==> src/rtl/core/pidl_pkg.sv <==
`timescale 1ns / 1ps
// ----------------------------------------------------------------------------
// pidl_pkg
// Shared types and constants for the positional insert/delete list.
// ----------------------------------------------------------------------------
package pidl_pkg;

  localparam int DEPTH  = 16;
  localparam int DATA_W = 32;
  localparam int POS_W  = 5;
  localparam int CMD_W  = 3;
  localparam int ST_W   = 3;
  localparam int IDX_W  = (DEPTH > 1) ? $clog2(DEPTH) : 1;
  localparam int CNT_W  = $clog2(DEPTH + 1);
  // wide enough for count + 1 and for the position field
  localparam int CMP_W  = ((CNT_W > POS_W) ? CNT_W : POS_W) + 1;

  typedef enum logic [CMD_W-1:0] {
    CMD_INS_FRONT = 3'd0,
    CMD_INS_BACK  = 3'd1,
    CMD_INS_AT    = 3'd2,
    CMD_DEL_BACK  = 3'd3,
    CMD_DEL_FRONT = 3'd4,
    CMD_DEL_AT    = 3'd5,
    CMD_READ_ALL  = 3'd6
  } cmd_e;

  typedef enum logic [ST_W-1:0] {
    ST_OK      = 3'd0,
    ST_FULL    = 3'd1,
    ST_EMPTY   = 3'd2,
    ST_BADPOS  = 3'd3,
    ST_UNKNOWN = 3'd4
  } status_e;

  typedef enum logic [1:0] {
    OP_HOLD   = 2'd0,
    OP_INSERT = 2'd1,
    OP_DELETE = 2'd2,
    OP_ROTATE = 2'd3
  } cell_op_e;

  typedef enum logic {
    S_IDLE = 1'b0,
    S_READ = 1'b1
  } state_e;

  // broadcast to every cell
  typedef struct packed {
    cell_op_e         op;
    logic [IDX_W-1:0] idx;   // edit slot
    logic [IDX_W-1:0] last;  // slot of the final held entry
  } cell_ctrl_t;

endpackage

==> src/rtl/core/positional_insert_delete_list.sv <==
`timescale 1ns / 1ps
// ----------------------------------------------------------------------------
// positional_insert_delete_list
// Ordered list of signed words with insert/delete at front, back or position.
// ----------------------------------------------------------------------------
// Edits (insert, delete) and error requests can follow back to back: every
// cell of the chain shifts in the same cycle. A read-all request first enters
// the read state and then streams one entry per cycle while the output is
// not stalled, rotating the chain through its head cell; an empty read gives
// a single result. Results sit in an output register, and a new request is
// taken only in a cycle where that register is empty or is being drained by
// m_axis_tready; a result left waiting stalls the input. Entries are not
// cleared at reset; only the count, state, read index and output valid are.
module positional_insert_delete_list import pidl_pkg::*; (
  input  logic        clk_i,
  input  logic        rst_ni,
  input  logic        s_axis_tvalid,
  output logic        s_axis_tready,
  input  logic [39:0] s_axis_tdata,   // [4:0] position, [36:5] value, [39:37] zero
  input  logic [2:0]  s_axis_tuser,   // [2:0] command
  output logic        m_axis_tvalid,
  input  logic        m_axis_tready,
  output logic [31:0] m_axis_tdata,   // [31:0] data
  output logic [2:0]  m_axis_tuser,   // [2:0] status
  output logic        m_axis_tlast
);

  state_e                   state_d, state_q;
  logic [CNT_W-1:0]         count_d, count_q;
  logic [IDX_W-1:0]         rd_cnt_d, rd_cnt_q;
  logic                     out_valid_d, out_valid_q;
  status_e                  out_status_d, out_status_q;
  logic signed [DATA_W-1:0] out_data_d, out_data_q;
  logic                     out_last_d, out_last_q;

  cell_ctrl_t               ctrl;
  logic signed [DATA_W-1:0] head;

  logic [POS_W-1:0]         pos;
  logic signed [DATA_W-1:0] value;
  logic                     out_free, in_fire;
  logic                     full, empty, ins_pos_ok, del_pos_ok, rd_last;
  logic [CMP_W-1:0]         pos_ext, cnt_ext;
  logic [IDX_W-1:0]         pos_idx, last_idx;

  assign pos   = s_axis_tdata[POS_W-1:0];
  assign value = s_axis_tdata[POS_W +: DATA_W];

  assign out_free      = !out_valid_q || m_axis_tready;
  assign s_axis_tready = (state_q == S_IDLE) && out_free;
  assign in_fire       = s_axis_tvalid && s_axis_tready;

  assign full       = (count_q == CNT_W'(DEPTH));
  assign empty      = (count_q == '0);
  assign pos_ext    = CMP_W'(pos);
  assign cnt_ext    = CMP_W'(count_q);
  assign ins_pos_ok = (pos_ext != '0) && (pos_ext <= cnt_ext + CMP_W'(1));
  assign del_pos_ok = (pos_ext != '0) && (pos_ext <= cnt_ext);
  assign pos_idx    = IDX_W'(pos_ext - CMP_W'(1));
  assign last_idx   = IDX_W'(count_q - CNT_W'(1));
  assign rd_last    = (rd_cnt_q == last_idx);

  // next state
  always_comb begin
    state_d = state_q;
    unique case (state_q)
      S_IDLE: begin
        if (in_fire && (s_axis_tuser == CMD_READ_ALL) && !empty) begin
          state_d = S_READ;
        end
      end
      S_READ: begin
        if (out_free && rd_last) begin
          state_d = S_IDLE;
        end
      end
      default: state_d = S_IDLE;
    endcase
  end

  // datapath and outputs
  always_comb begin
    count_d      = count_q;
    rd_cnt_d     = rd_cnt_q;
    ctrl.op      = OP_HOLD;
    ctrl.idx     = '0;
    ctrl.last    = last_idx;
    out_valid_d  = out_valid_q && !m_axis_tready;
    out_status_d = out_status_q;
    out_data_d   = out_data_q;
    out_last_d   = out_last_q;

    unique case (state_q)
      S_IDLE: begin
        if (in_fire) begin
          out_valid_d  = 1'b1;
          out_status_d = ST_OK;
          out_data_d   = '0;
          out_last_d   = 1'b1;
          rd_cnt_d     = '0;
          unique case (s_axis_tuser)
            CMD_INS_FRONT, CMD_INS_BACK: begin
              if (full) begin
                out_status_d = ST_FULL;
              end else begin
                ctrl.op  = OP_INSERT;
                ctrl.idx = (s_axis_tuser == CMD_INS_FRONT) ? '0 : IDX_W'(count_q);
                count_d  = count_q + CNT_W'(1);
              end
            end
            CMD_INS_AT: begin
              if (full) begin
                out_status_d = ST_FULL;
              end else if (!ins_pos_ok) begin
                out_status_d = ST_BADPOS;
              end else begin
                ctrl.op  = OP_INSERT;
                ctrl.idx = pos_idx;
                count_d  = count_q + CNT_W'(1);
              end
            end
            CMD_DEL_BACK: begin
              if (empty) begin
                out_status_d = ST_EMPTY;
              end else begin
                count_d = count_q - CNT_W'(1);
              end
            end
            CMD_DEL_FRONT: begin
              if (empty) begin
                out_status_d = ST_EMPTY;
              end else begin
                ctrl.op  = OP_DELETE;
                ctrl.idx = '0;
                count_d  = count_q - CNT_W'(1);
              end
            end
            CMD_DEL_AT: begin
              if (empty) begin
                out_status_d = ST_EMPTY;
              end else if (!del_pos_ok) begin
                out_status_d = ST_BADPOS;
              end else begin
                ctrl.op  = OP_DELETE;
                ctrl.idx = pos_idx;
                count_d  = count_q - CNT_W'(1);
              end
            end
            CMD_READ_ALL: begin
              if (empty) begin
                out_status_d = ST_EMPTY;
              end else begin
                out_valid_d = 1'b0;  // no result yet; the read state streams the entries
              end
            end
            default: out_status_d = ST_UNKNOWN;
          endcase
        end
      end
      S_READ: begin
        if (out_free) begin
          out_valid_d  = 1'b1;
          out_status_d = ST_OK;
          out_data_d   = head;
          out_last_d   = rd_last;
          ctrl.op      = OP_ROTATE;
          rd_cnt_d     = rd_last ? '0 : rd_cnt_q + IDX_W'(1);
        end
      end
      default: ;
    endcase
  end

  pidl_chain u_chain (
    .clk_i   (clk_i),
    .ctrl_i  (ctrl),
    .value_i (value),
    .head_o  (head)
  );

  always_ff @(posedge clk_i or negedge rst_ni) begin
    if (!rst_ni) begin
      state_q     <= S_IDLE;
      count_q     <= '0;
      rd_cnt_q    <= '0;
      out_valid_q <= 1'b0;
    end else begin
      state_q     <= state_d;
      count_q     <= count_d;
      rd_cnt_q    <= rd_cnt_d;
      out_valid_q <= out_valid_d;
    end
  end

  always_ff @(posedge clk_i) begin
    out_status_q <= out_status_d;
    out_data_q   <= out_data_d;
    out_last_q   <= out_last_d;
  end

  assign m_axis_tvalid = out_valid_q;
  assign m_axis_tdata  = out_data_q;
  assign m_axis_tuser  = out_status_q;
  assign m_axis_tlast  = out_last_q;

endmodule

==> src/rtl/core/pidl_cell.sv <==
`timescale 1ns / 1ps
// ----------------------------------------------------------------------------
// pidl_cell
// One list slot: holds a word and takes it from a neighbor on shifts.
// ----------------------------------------------------------------------------
module pidl_cell import pidl_pkg::*; (
  input  logic                     clk_i,
  input  logic [IDX_W-1:0]         cell_idx_i,
  input  cell_ctrl_t               ctrl_i,
  input  logic signed [DATA_W-1:0] value_i,
  input  logic signed [DATA_W-1:0] left_i,
  input  logic signed [DATA_W-1:0] right_i,
  input  logic signed [DATA_W-1:0] head_i,
  output logic signed [DATA_W-1:0] data_o
);

  logic signed [DATA_W-1:0] data_d, data_q;

  always_comb begin
    data_d = data_q;
    case (ctrl_i.op)
      OP_INSERT: begin
        if (cell_idx_i > ctrl_i.idx) begin
          data_d = left_i;
        end else if (cell_idx_i == ctrl_i.idx) begin
          data_d = value_i;
        end
      end
      OP_DELETE: begin
        if (cell_idx_i >= ctrl_i.idx) begin
          data_d = right_i;
        end
      end
      OP_ROTATE: begin
        // read-out: head wraps around to the tail of the held entries
        if (cell_idx_i < ctrl_i.last) begin
          data_d = right_i;
        end else if (cell_idx_i == ctrl_i.last) begin
          data_d = head_i;
        end
      end
      default: data_d = data_q;
    endcase
  end

  always_ff @(posedge clk_i) begin
    data_q <= data_d;
  end

  assign data_o = data_q;

endmodule

==> src/rtl/core/pidl_chain.sv <==
`timescale 1ns / 1ps
// ----------------------------------------------------------------------------
// pidl_chain
// Row of DEPTH cells wired to their neighbors; cell 0 is the list head.
// ----------------------------------------------------------------------------
module pidl_chain import pidl_pkg::*; (
  input  logic                     clk_i,
  input  cell_ctrl_t               ctrl_i,
  input  logic signed [DATA_W-1:0] value_i,
  output logic signed [DATA_W-1:0] head_o
);

  logic signed [DATA_W-1:0] cell_q [DEPTH];

  for (genvar g = 0; g < DEPTH; g++) begin : g_cell
    logic signed [DATA_W-1:0] left, right;

    if (g == 0) begin : g_first
      assign left = cell_q[g];
    end else begin : g_mid_l
      assign left = cell_q[g-1];
    end

    if (g == DEPTH - 1) begin : g_last
      assign right = cell_q[g];
    end else begin : g_mid_r
      assign right = cell_q[g+1];
    end

    pidl_cell u_cell (
      .clk_i      (clk_i),
      .cell_idx_i (IDX_W'(g)),
      .ctrl_i     (ctrl_i),
      .value_i    (value_i),
      .left_i     (left),
      .right_i    (right),
      .head_i     (cell_q[0]),
      .data_o     (cell_q[g])
    );
  end

  assign head_o = cell_q[0];

endmodule

==> config.mk <==
export PLATFORM = sky130hd
export DESIGN_NAME = positional_insert_delete_list
export DESIGN_NICKNAME = d
export VERILOG_FILES = /design/src/rtl/core/pidl_pkg.sv /design/src/rtl/core/positional_insert_delete_list.sv /design/src/rtl/core/pidl_cell.sv /design/src/rtl/core/pidl_chain.sv
export SDC_FILE = /design/constraint.sdc
export NUM_CORES = 1
export LEC_CHECK = 0
export ABC_AREA = 1
export BUFFER_PORTS_ARGS = -buffer_cell sky130_fd_sc_hd__buf_4
export CORE_MARGIN = 10
export CORE_UTILIZATION = 40
export CTS_CLUSTER_SIZE = 30
export DETAILED_ROUTE_END_ITERATION = 6
export SLEW_MARGIN = 20
export SYNTH_ARGS = -nofsm -noshare
export SYNTH_HDL_FRONTEND = slang
export SYNTH_SLANG_ARGS = --single-unit
==> constraint.sdc <==
create_clock -name clk_i -period 11.5 [get_ports clk_i]
set_clock_uncertainty 0.05 [all_clocks]
set_input_delay 1.725 -clock clk_i [delete_from_list [all_inputs] [get_ports clk_i]]
set_output_delay 1.725 -clock clk_i [all_outputs]
set_load 0.05 [all_outputs]
# Word-level counts from Yosys, hierarchy flattened
# Cells that the tools add are included.
dict set report totals {
  ram_bits 0
  rom_bits 0
  latch_bits 0
  ff_bits 559
  input_bits 47
  mem_count 0
  elab_cells 357
}
dict set report classes {
  shift 0
  n_mux 141
  n_eq_ne 98
  n_lt_le_gt_ge 49
  n_reduce_logical 40
  addsub 5
  bitwise 1
  multipliers 0
  div_mod_pow 0
}
# cell count
set op_table {}
lappend op_table {{$mux W32} 80}
lappend op_table {{$pmux W32 S3} 15}
lappend op_table {{$pmux W32 S2} 2}
lappend op_table {{$ne A3 B3 Y1 const B} 29}
lappend op_table {{$eq A4 B4 Y1 const A} 16}
lappend op_table {{$reduce_and A4 Y1} 15}
lappend op_table {{$ne A2 B2 Y1 const B} 27}
lappend op_table {{$mux W5} 9}
lappend op_table {{$eq A3 B4 Y1 const A} 8}
lappend op_table {{$gt A4 B4 Y1 const A} 8}
lappend op_table {{$lt A4 B4 Y1 const A} 8}
lappend op_table {{$ge A4 B4 Y1 const A} 7}
lappend op_table {{$mux W6} 4}
lappend op_table {{$pmux W6 S4} 1}
lappend op_table {{$mux W4} 5}
lappend op_table {{$pmux W5 S4} 1}
lappend op_table {{$eq A2 B4 Y1 const A} 4}
lappend op_table {{$ge A3 B4 Y1 const A} 4}
lappend op_table {{$gt A3 B4 Y1 const A} 4}
lappend op_table {{$lt A3 B4 Y1 const A} 4}
lappend op_table {{$mux W2} 6}
lappend op_table {{$pmux W3 S4} 1}
lappend op_table {{$eq A3 B3 Y1 const B} 3}
lappend op_table {{$mux W1} 9}
lappend op_table {{42 further kinds} 64}

# Depth between registers and ports, before layout
# Gate-level depths: netlist of the first run.
dict set report logic_depth {
  word_depth 12
  depth_mapped 25
}

# Hierarchy
# From an unflattened synthesis of the first run, not the netlist that was laid out.
dict set report unflattened {
  cells_unflattened 8645
  hier_area_um2 54100.6
}
# mod instances seq_area_each_um2 area_per_inst_um2 cells_per_inst
set modules_own_cells {}
lappend modules_own_cells {pidl_cell 16 960.9 3209.3 521}
lappend modules_own_cells {positional_insert_delete_list 1 1356.3 2743.9 307}
lappend modules_own_cells {pidl_chain 1 0.0 7.5 2}

# Least setup slack after synthesis of the first run
# No wires, ideal clock.
dict set report synth_timing {
  kind {input to register}
  startpoint {input port m_axis_tready}
  endpoint {register u_chain.g_cell[5].u_cell.data_q[0] (enable)}
  cell_stages 9
  setup_time_ps 470
  arrival_time_ps 6018
  path_buffers 1
  slack_ps 4962
  path_cell_list {nor2_1 > nor2_1 > nand2_1 > inv_2 > nand2_2 > nand2_1 > buf_2 > a21oi_1 > a211oi_1}
}
dict set report synth_via {
  elab_chain_cells 8
}
# element line
set synth_rtl {}
lappend synth_rtl {{from (decl)} positional_insert_delete_list.sv:22} ;# input logic m_axis_tready,
lappend synth_rtl {{$logic_or A1 B1 Y1 *} positional_insert_delete_list.sv:49} ;# assign out_free = !out_valid_q || m_axis_tready;
lappend synth_rtl {{$logic_and A1 B1 Y1 *} positional_insert_delete_list.sv:50} ;# assign s_axis_tready = (state_q == S_IDLE) && out_free;
lappend synth_rtl {{named net s_axis_tready} positional_insert_delete_list.sv:18} ;# output logic s_axis_tready,
lappend synth_rtl {{$logic_and A1 B1 Y1 *} positional_insert_delete_list.sv:51} ;# assign in_fire = s_axis_tvalid && s_axis_tready;
lappend synth_rtl {{$mux W6 *} positional_insert_delete_list.sv:95} ;# if (in_fire) begin
lappend synth_rtl {{$mux W4 or $pmux W2 S2 (tied branches)} positional_insert_delete_list.sv:93} ;# unique case (state_q)
lappend synth_rtl {{$gt A3 B4 Y1, or another cell as far along} pidl_cell.sv:23} ;# if (cell_idx_i > ctrl_i.idx) begin
lappend synth_rtl {{$ne A3 B3 Y1 (no source line), or another cell as far along} n/a}
lappend synth_rtl {{$reduce_and A4 Y1 (no source line) *} n/a}
lappend synth_rtl {{to (signal assigned)} pidl_cell.sv:47} ;# data_q <= data_d;
lappend synth_rtl {{to (decl)} pidl_cell.sv:17} ;# logic signed [DATA_W-1:0] data_d, data_q;
# Mark *: on every way through the listed nets, which the timed path passes. The rest lies on a longest branch.
# A chain may end at the register's enable or synchronous reset.

# Worst setup path after layout of the first run
dict set report layout_timing {
  startpoint {register count_q[0]}
  endpoint {register u_chain.g_cell[5].u_cell.data_q[2] (enable)}
}
dict set report layout_via {
  elab_chain_cells 11
}
# element line
set layout_rtl {}
lappend layout_rtl {{from (decl)} positional_insert_delete_list.sv:29} ;# logic [CNT_W-1:0] count_d, count_q;
lappend layout_rtl {{from (signal assigned)} positional_insert_delete_list.sv:189} ;# count_q <= count_d;
lappend layout_rtl {{$add A5 B1 Y6} positional_insert_delete_list.sv:57} ;# assign ins_pos_ok = (pos_ext != '0) && (pos_ext <= cnt_ext + CMP_W'(1));
lappend layout_rtl {{$le A5 B6 Y1} positional_insert_delete_list.sv:57}
lappend layout_rtl {{$logic_and A1 B1 Y1} positional_insert_delete_list.sv:57}
lappend layout_rtl {{$mux W5} positional_insert_delete_list.sv:114} ;# end else if (!ins_pos_ok) begin
lappend layout_rtl {{$mux W5} positional_insert_delete_list.sv:112} ;# if (full) begin
lappend layout_rtl {{$pmux W6 S4} positional_insert_delete_list.sv:101} ;# unique case (s_axis_tuser)
lappend layout_rtl {{$mux W6} positional_insert_delete_list.sv:95}
lappend layout_rtl {{$mux W4 or $pmux W2 S2 (tied branches)} positional_insert_delete_list.sv:93}
lappend layout_rtl {{$gt A3 B4 Y1, or another cell as far along} pidl_cell.sv:23}
lappend layout_rtl {{$ne A3 B3 Y1 (no source line), or another cell as far along} n/a}
lappend layout_rtl {{$reduce_and A4 Y1 (no source line) *} n/a}
# Every way passes the cells marked *; elsewhere a longest branch is shown, timed or not.

==> metrics.log, run 1 <==
INFO  metric total_congestion_overflow_after_global_routing = 0
INFO  metric clock_sinks = roughly 560
INFO  metric most_common_cell_after_layout_fill_and_taps_aside = sky130_fd_sc_hd__nand2_1
INFO  metric post_drt_via_cell_ratio = roughly 6
INFO  metric starting_utilization_of_the_core_area = 0.405
INFO  metric drt-total-wl = roughly 150000 µm
INFO  metric arrival = 7000 ps
INFO  metric drt_iter0_drc = ~5500
INFO  metric portBuffers = between 80 and 90
INFO  metric mostFrequentLayoutCells = 1255 x sky130_fd_sc_hd__nand2_1, 651 x sky130_fd_sc_hd__inv_1, 548 x sky130_fd_sc_hd__edfxtp_1
INFO  metric critical-path-slowest-cell = sky130_fd_sc_hd__a211oi_4
INFO  metric antenna_found_initial = 3
INFO  metric relative_max_transition_margin = 0.202
INFO  metric post-route-period-util = 0.590
INFO  metric power.density = between 300 and 400 mW/mm²
INFO  metric tritoncts = yes
INFO  metric synth_flop_cell = sky130_fd_sc_hd__edfxtp_1
INFO  metric synth-seq-cells = approximately 560
INFO  metric tritoncts.num_buffers = 66
INFO  metric syn2layout_area_growth = 10.6%
INFO  metric cts_repair_resize_count = 0
INFO  metric clock_network_latency_to_the_later_pin_of_the_worst_skew_pair = 620 ps
INFO  metric synth_edf_count = about 550
INFO  metric static-leakage-power = between 15 and 20 nW
INFO  metric antenna_violating_nets_post_route = 0
INFO  metric report.final.setup_viol = 0
INFO  metric synthesis.nets = approximately 4700
INFO  metric grt_start_max_net_pins = 131
INFO  metric unrepaired_setup_endpoints_after_global_routing = false
INFO  metric ys_warn_count = 0
INFO  metric h-tree-depth = 3
INFO  metric cells_along_the_critical_path = inv_2, ha_1, inv_1, ha_1, nand2_1, nand2_1, nand2_1, nand2_1, nand2_1, nand2_1, nand2_1, nand3_1, nand2_2, nand2_2, nand2_2, nand2_4, buf_4, nand2_2, nand2_4, inv_1, a211oi_4, buf_4
INFO  metric drtPass1Iterations = 6
INFO  metric layout_min_cycle_time = approximately 6800 ps
INFO  metric detailroute.via_count = about 35000
INFO  metric critical_path.n_buffers_inverters = 5
INFO  metric timing.critical_path.fanout_max = 76
INFO  metric row_count = between 100 and 150
INFO  metric synth_area = about 0.035 mm²
INFO  metric drv_cap = 0
INFO  metric place_hpwl = 90500 µm
INFO  metric critical_path.most_common_cell = sky130_fd_sc_hd__nand2_1
INFO  metric num-nets-final = approximately 4600
INFO  metric async_flop_share = 0.0197
INFO  metric vertical_die_dimension = 317 µm
INFO  metric num_io_pins = 85
INFO  metric cts_root_buf = sky130_fd_sc_hd__clkbuf_16
INFO  metric synth_sequential_area_ratio = 0.474
INFO  metric synth_area_per_cell = approximately 7.6 µm²
INFO  metric worst-slew-pin-transition = about 1200 ps
INFO  metric wire_length_of_the_first_global_routing_pass = roughly 220000 µm
INFO  metric buffers_inserted_during_post_cts_setup_optimization = 0
INFO  metric timing.final.max_slew_violations = 0
INFO  metric number_of_remaining_drc_errors = 0
INFO  metric numPlacedInstances = ~5700
INFO  metric worst_setup_path_start_kind = flop
INFO  metric clock_tree.buffer_depth = 3
INFO  metric postSynthCellCount = 4632
INFO  metric coreArea = around 0.087 mm²
INFO  metric final_layout_size_suffix_gt1_frac = 0.0745
INFO  metric critical_path_required = 11710 ps
INFO  metric first_global_vias = approximately 32000
INFO  metric design.die.area = about 0.10 mm²
INFO  metric clk_transition_reported_paths = 60 ps
INFO  metric post_cts_hold_buffer_count = 0
INFO  metric outcome = finished, final reports clean
INFO  metric layoutNonFillerInstCount = ~5800
INFO  metric worstSetupPathType = reg -> reg
INFO  metric globalRouteTotalUtil = 0.291
INFO  metric min_path_type = reg -> reg
INFO  metric ir_worst_vdd = about 210 µV
INFO  metric critPathTopFamily = buffers and inverters
INFO  metric fin_setup_tns = 0 ps
INFO  metric post_synth_num_cell_types = 42
INFO  metric floorplan.die.width = ~320 µm
INFO  metric post_drt_wl_per_cell = between 20 and 30 µm
INFO  metric fmax = 147 MHz
INFO  metric crit_path_max_incr_delay = around 910 ps
INFO  metric final-hold-violation-count = 0
INFO  metric globalplace.congestion = 0.924
INFO  metric crit_path_end_kind = flop
## Yosys cell counts (2+ instances only)
master,instances,area (µm²)
sky130_fd_sc_hd__a211oi_1,4,30.0
sky130_fd_sc_hd__a21oi_1,100,500
sky130_fd_sc_hd__a22o_1,7,61.3
sky130_fd_sc_hd__a22oi_1,26,195
sky130_fd_sc_hd__a2bb2oi_1,21,184
sky130_fd_sc_hd__a31oi_1,41,257
sky130_fd_sc_hd__buf_1,29,109
sky130_fd_sc_hd__buf_2,98,490
sky130_fd_sc_hd__buf_4,2,15.0
sky130_fd_sc_hd__buf_6,5,56.3
sky130_fd_sc_hd__clkbuf_1,154,578
sky130_fd_sc_hd__clkbuf_2,3,15.0
sky130_fd_sc_hd__clkinv_1,20,75.1
sky130_fd_sc_hd__dfrtp_1,11,275
sky130_fd_sc_hd__edfxtp_1,548,16500
sky130_fd_sc_hd__ha_1,16,200
sky130_fd_sc_hd__inv_1,652,2450
sky130_fd_sc_hd__inv_2,24,90.1
sky130_fd_sc_hd__nand2_1,1259,4730
sky130_fd_sc_hd__nand2_2,14,87.6
sky130_fd_sc_hd__nand2_4,3,33.8
sky130_fd_sc_hd__nand3_1,482,2410
sky130_fd_sc_hd__nand3b_1,29,218
sky130_fd_sc_hd__nand4_1,27,169
sky130_fd_sc_hd__nor2_1,229,860
sky130_fd_sc_hd__nor2_2,9,56.3
sky130_fd_sc_hd__nor2_4,4,45.0
sky130_fd_sc_hd__nor3_1,15,75.1
sky130_fd_sc_hd__o211ai_1,51,383
sky130_fd_sc_hd__o21ai_0,434,2170
sky130_fd_sc_hd__o21ai_1,35,175
sky130_fd_sc_hd__o21bai_1,74,556
sky130_fd_sc_hd__o22ai_1,188,1180
sky130_fd_sc_hd__or2_2,3,18.8
sky130_fd_sc_hd__xor2_1,8,70.1
## worst min-delay path, stage by stage, from the launching register on
cell and delay, ps:
sky130_fd_sc_hd__dfrtp_1 350, sky130_fd_sc_hd__nor2_1 70, sky130_fd_sc_hd__nand2_1 60
## kinds of logic (layout without fill, tap and decap cells)
family	Yosys count	count (layout)	share of synthesized area
adder cells (fa/ha/maj)	16	16	0.00567
AND/OR/NAND/NOR	2076	2076	0.247
buffers and inverters	987	984	0.110
flip-flops	559	559	0.474
XOR/XNOR	9	9	0.00223
AO/OA/AOI/OAI	985	985	0.162
other	0	1	0
## power breakdown
group          switching (W)  total (W)  internal, W
clock network       0.000921    0.00204      0.00112
logic                0.00403    0.00562      0.00159
registers           0.000538    0.00427      0.00373
total                0.00549     0.0119      0.00644
## per-stage QoR
| stage | area [µm²] | util | hold slack (ps) | power (W) | worst slack [ps] |
|---|---|---|---|---|---|
| 6_report | 39100 | 0.448 | 467 | 0.0119 | 4710 |
| 5_1_grt | 39100 | 0.448 | 497 | 0.0125 | 4480 |
| 4_1_cts | 39100 | 0.448 | 475 | 0.0117 | 4830 |
| 3_5_place_dp | 37100 | 0.426 | 462 | 0.00966 | 4490 |
| 3_3_place_gp | 37100 | 0.425 | 445 | 0.00958 | 4520 |
| 2_1_floorplan | 35300 | - | 457 | 0.00761 | 4960 |
## state kept, by name, summed over array words and instances (netlist names)
name and count:
count_q 5, m_axis_tdata 32, m_axis_tlast 1, m_axis_tuser 3, m_axis_tvalid 1, rd_cnt_q 4, state_q 1, u_chain.g_cell.u_cell.data_o 512
## metal layers
metal	part of all wire	GRT usage	wire, µm	up-vias
met2	0.43	0.450	65700	2507
met4	0.053	0.139	8100	2
li1	-	-	-	15430
met1	0.38	0.374	57200	16326
met3	0.14	0.0809	20500	497
met5	0.00011	0	17	-
## final timing paths
kind | from | end | slack [ps] | depth (start not counted)
min | state_q | m_axis_tvalid | 470 | 2
min in group asynchronous | rst_ni | count_q[1] | 890 | 1
max reg2reg | count_q[0] | u_chain.g_cell[5].u_cell.data_o[2] | 4710 | 22
min reg2reg | state_q | m_axis_tvalid | 470 | 2
max | count_q[0] | u_chain.g_cell[5].u_cell.data_o[2] | 4710 | 22
max in group asynchronous | rst_ni | state_q | 10340 | 1
## layout make-up
cell class                 instances  area, µm²
timing repair buffer             174       1330
sequential                       559      16700
multi-input combinational       3086      15000
tap                             1155       1450
inverter                         696       2630
clock inverter                    25        175
clock buffer                      89       1800
fill                            8667      48100
antenna                            1       2.50
No activity file was read; power rests on OpenSTA's default activity.
==> inputs of run 2 (changes only) <==
Clock period 11.5 ns to 5.45 ns, I/O delays scaled along.
==> run 2 against run 1 <==
  * The flow now finishes with violations (DRC)
  * Worst hold slack got worse by 89 ps
  * Worst setup slack worse by 4000 ps
  * Fmax up 42%
  * Register-to-register slack worse by 4000 ps
  * Flip-flop and latch count unchanged
  * Combinational power rose by 99%
  * Via count shrank 4.3%
  * Non-clock buffer count up 4
  * Largest cell class unchanged
==> metrics.log, run 2 (synthesis gave the netlist of run 1 again) <==
INFO  metric outcome = complete, but fails checks
INFO  metric violations = DRC
INFO  metric worstSetupPathType = reg -> reg
INFO  metric cells_along_the_critical_path = ha_1, nand3_1, xor2_1, inv_1, ha_1, nand3_1, nor2_1, a21oi_1, nand2_1, nand3_1, nand2_2, nand2_2, nand2_2, nand2_4, nand2_2, nand2_4, nand2_1, buf_4, nand2_1, nand3_1, nand2_1
INFO  metric layout.area.seq = roughly 0.017 mm²
INFO  metric drtPass1Iterations = 7
INFO  metric vertical_die_dimension = approximately 320 µm
INFO  metric tritoncts.num_buffers = 67
INFO  metric unrepaired_setup_endpoints_after_global_routing = false
INFO  metric worst_setup_path_startpoint = count_q[0]
INFO  metric critical-path-slowest-cell = sky130_fd_sc_hd__nand2_1
INFO  metric cp-endpoint = u_chain.g_cell[5].u_cell.data_o[13]
INFO  metric number_of_remaining_drc_errors = 2
INFO  metric num-nets-final = ~4700
INFO  metric design.die.area = slightly above 0.1 mm²
INFO  metric detailedPlace.worstSlack = ~830 ps
INFO  metric starting_utilization_of_the_core_area = 0.405
INFO  metric syn2layout_area_growth = 11.0%
INFO  metric final-hold-violation-count = 0
INFO  metric final.hold.worst_slack = about 380 ps
INFO  metric worst-slew-pin-transition = between 1000 and 1500 ps
INFO  metric tritoncts = yes
INFO  metric clock_network_latency_to_the_later_pin_of_the_worst_skew_pair = ~600 ps
INFO  metric detailroute.via_count = between 30000 and 40000
INFO  metric wire_length_of_the_first_global_routing_pass = around 200000 µm
INFO  metric post-route-period-util = 0.875
INFO  metric setup_slack = between 600 and 700 ps
INFO  metric portBuffers = 81
INFO  metric post_drt_via_cell_ratio = ~5.7
INFO  metric hold_path.startpoint = s_axis_tvalid
INFO  metric reg2reg_to = u_chain.g_cell[5].u_cell.data_o[13]
INFO  metric arrival = 5070 ps
INFO  metric flip_flop_count_of_the_largest_register_after_layout = slightly above 500
INFO  metric floorplan.die.width = around 320 µm
INFO  metric first_global_vias = about 29000
INFO  metric setup.reg_to_reg.worst_slack = ~680 ps
INFO  metric antenna_cells = 0
INFO  metric coreArea = around 0.087 mm²
INFO  metric placed_cell_area = 0.0371 mm²
INFO  metric multiInputGateArea = about 0.015 mm²
INFO  metric postLayoutCellArea = 0.0392 mm²
INFO  metric critical_path_required = about 5800 ps
INFO  metric power.density = between 600 and 700 mW/mm²
INFO  metric relative_max_transition_margin = 0.226
INFO  metric grt_start_max_net_pins = about 190
INFO  metric row_count = roughly 110
INFO  metric num_io_pins = 85
INFO  metric globalplace.congestion = between 0.8 and 0.9
INFO  metric clock_tree.buffer_depth = 3
INFO  metric worst_setup_path_start_kind = flop
INFO  metric clock_sinks = 559
INFO  metric reg2reg_depth = 21
INFO  metric crit_path_end_kind = flop
INFO  metric most_common_cell_after_layout_fill_and_taps_aside = sky130_fd_sc_hd__nand2_1
INFO  metric fillers = a little under 9000
INFO  metric antenna_found_initial = 1
INFO  metric post_drt_wl_per_cell = approximately 23 µm
INFO  metric drv_cap = 0
INFO  metric drt_iter0_drc = roughly 5300
INFO  metric fin_setup_tns = 0 ps
INFO  metric place_hpwl = between 90000 and 100000 µm
INFO  metric clk_transition_reported_paths = 60 ps
INFO  metric globalRouteTotalUtil = 0.261
INFO  metric timing.final.max_slew_violations = 0
INFO  metric crit-reg2reg-launch = count_q[0]
INFO  metric crit_path_max_incr_delay = ~710 ps
INFO  metric mostFrequentLayoutCells = 1255 x sky130_fd_sc_hd__nand2_1, 650 x sky130_fd_sc_hd__inv_1, 548 x sky130_fd_sc_hd__edfxtp_1
INFO  metric cts_root_buf = sky130_fd_sc_hd__clkbuf_16
INFO  metric report.final.setup_viol = 0
INFO  metric ir_worst_vdd = around 340 µV
INFO  metric timing.critical_path.fanout_max = 34
INFO  metric fmax = around 210 MHz
INFO  metric cts_repair_resize_count = 0
INFO  metric h-tree-depth = 3
INFO  metric final_layout_size_suffix_gt1_frac = 0.0755
INFO  metric layout_min_cycle_time = 4770 ps
INFO  metric total_congestion_overflow_after_global_routing = 0
INFO  metric min_path_type = in -> reg
INFO  metric drt-total-wl = between 100000 and 150000 µm
INFO  metric antenna_violating_nets_post_route = 0
INFO  metric static-leakage-power = around 17 nW
run 2: cell types whose count changed in the layout (fill, tap and decap cells not counted), sizes merged:
cell	before	now
dlygate4sd3	0	1
clkinv	42	35
bufinv	1	3
buf	174	177
clkbuf	89	95
clkinvlp	0	2
inv	678	677
diode	1	0
run 2: worst min path at each step:
stage,end,slack (ps),cells past startpoint
after floorplan,m_axis_tdata[20],460,2
after global placement,m_axis_tdata[29],470,2
after detailed placement,m_axis_tdata[29],470,2
after CTS,m_axis_tvalid,350,3
after global routing,m_axis_tvalid,390,3
final,m_axis_tvalid,380,3
run 2: layer usage:
metal,part of all wire,vias to the layer above,GRT usage
met1,0.44,15435,0.396
met3,0.16,183,0.0946
met5,0,-,0
met4,0.022,0,0.0678
li1,-,15447,-
met2,0.38,2192,0.339
run 2: critical path: cells and delay by family (launching register included):
kind	cells	cell delay (ps)
adder cells (fa/ha/maj)	2	750
flip-flops	1	560
AND/OR/NAND/NOR	15	2530
AO/OA/AOI/OAI	1	70
buffers and inverters	2	380
XOR/XNOR	1	180
run 2: stage by stage:
step                total power (W)  std cells   util
finish                       0.0245       5790  0.450
global placement             0.0195       5673  0.426
detailed placement           0.0197       5673  0.426
floorplan                    0.0161       4632      -
CTS                          0.0242       5790  0.450
global route                 0.0260       5790  0.450
run 2: what timing repair did:
item,in CTS,in global routing
buffers inserted,0,0
endpoints found under the hold margin,11,0
hold buffers,1,0
run 2: report_power, final:
group          internal [W]  switching (W)
clock               0.00253        0.00187
sequential          0.00787        0.00103
combinational       0.00335        0.00785
run 2: area by class of cell:
type / count / share of cell area
sequential: 559 / 0.427
multi-input combinational: 3086 / 0.381
inverter: 696 / 0.0671
clock buffer: 95 / 0.0479
tap: 1155 / 0.0369
timing repair buffer: 178 / 0.0354
clock inverter: 21 / 0.00450
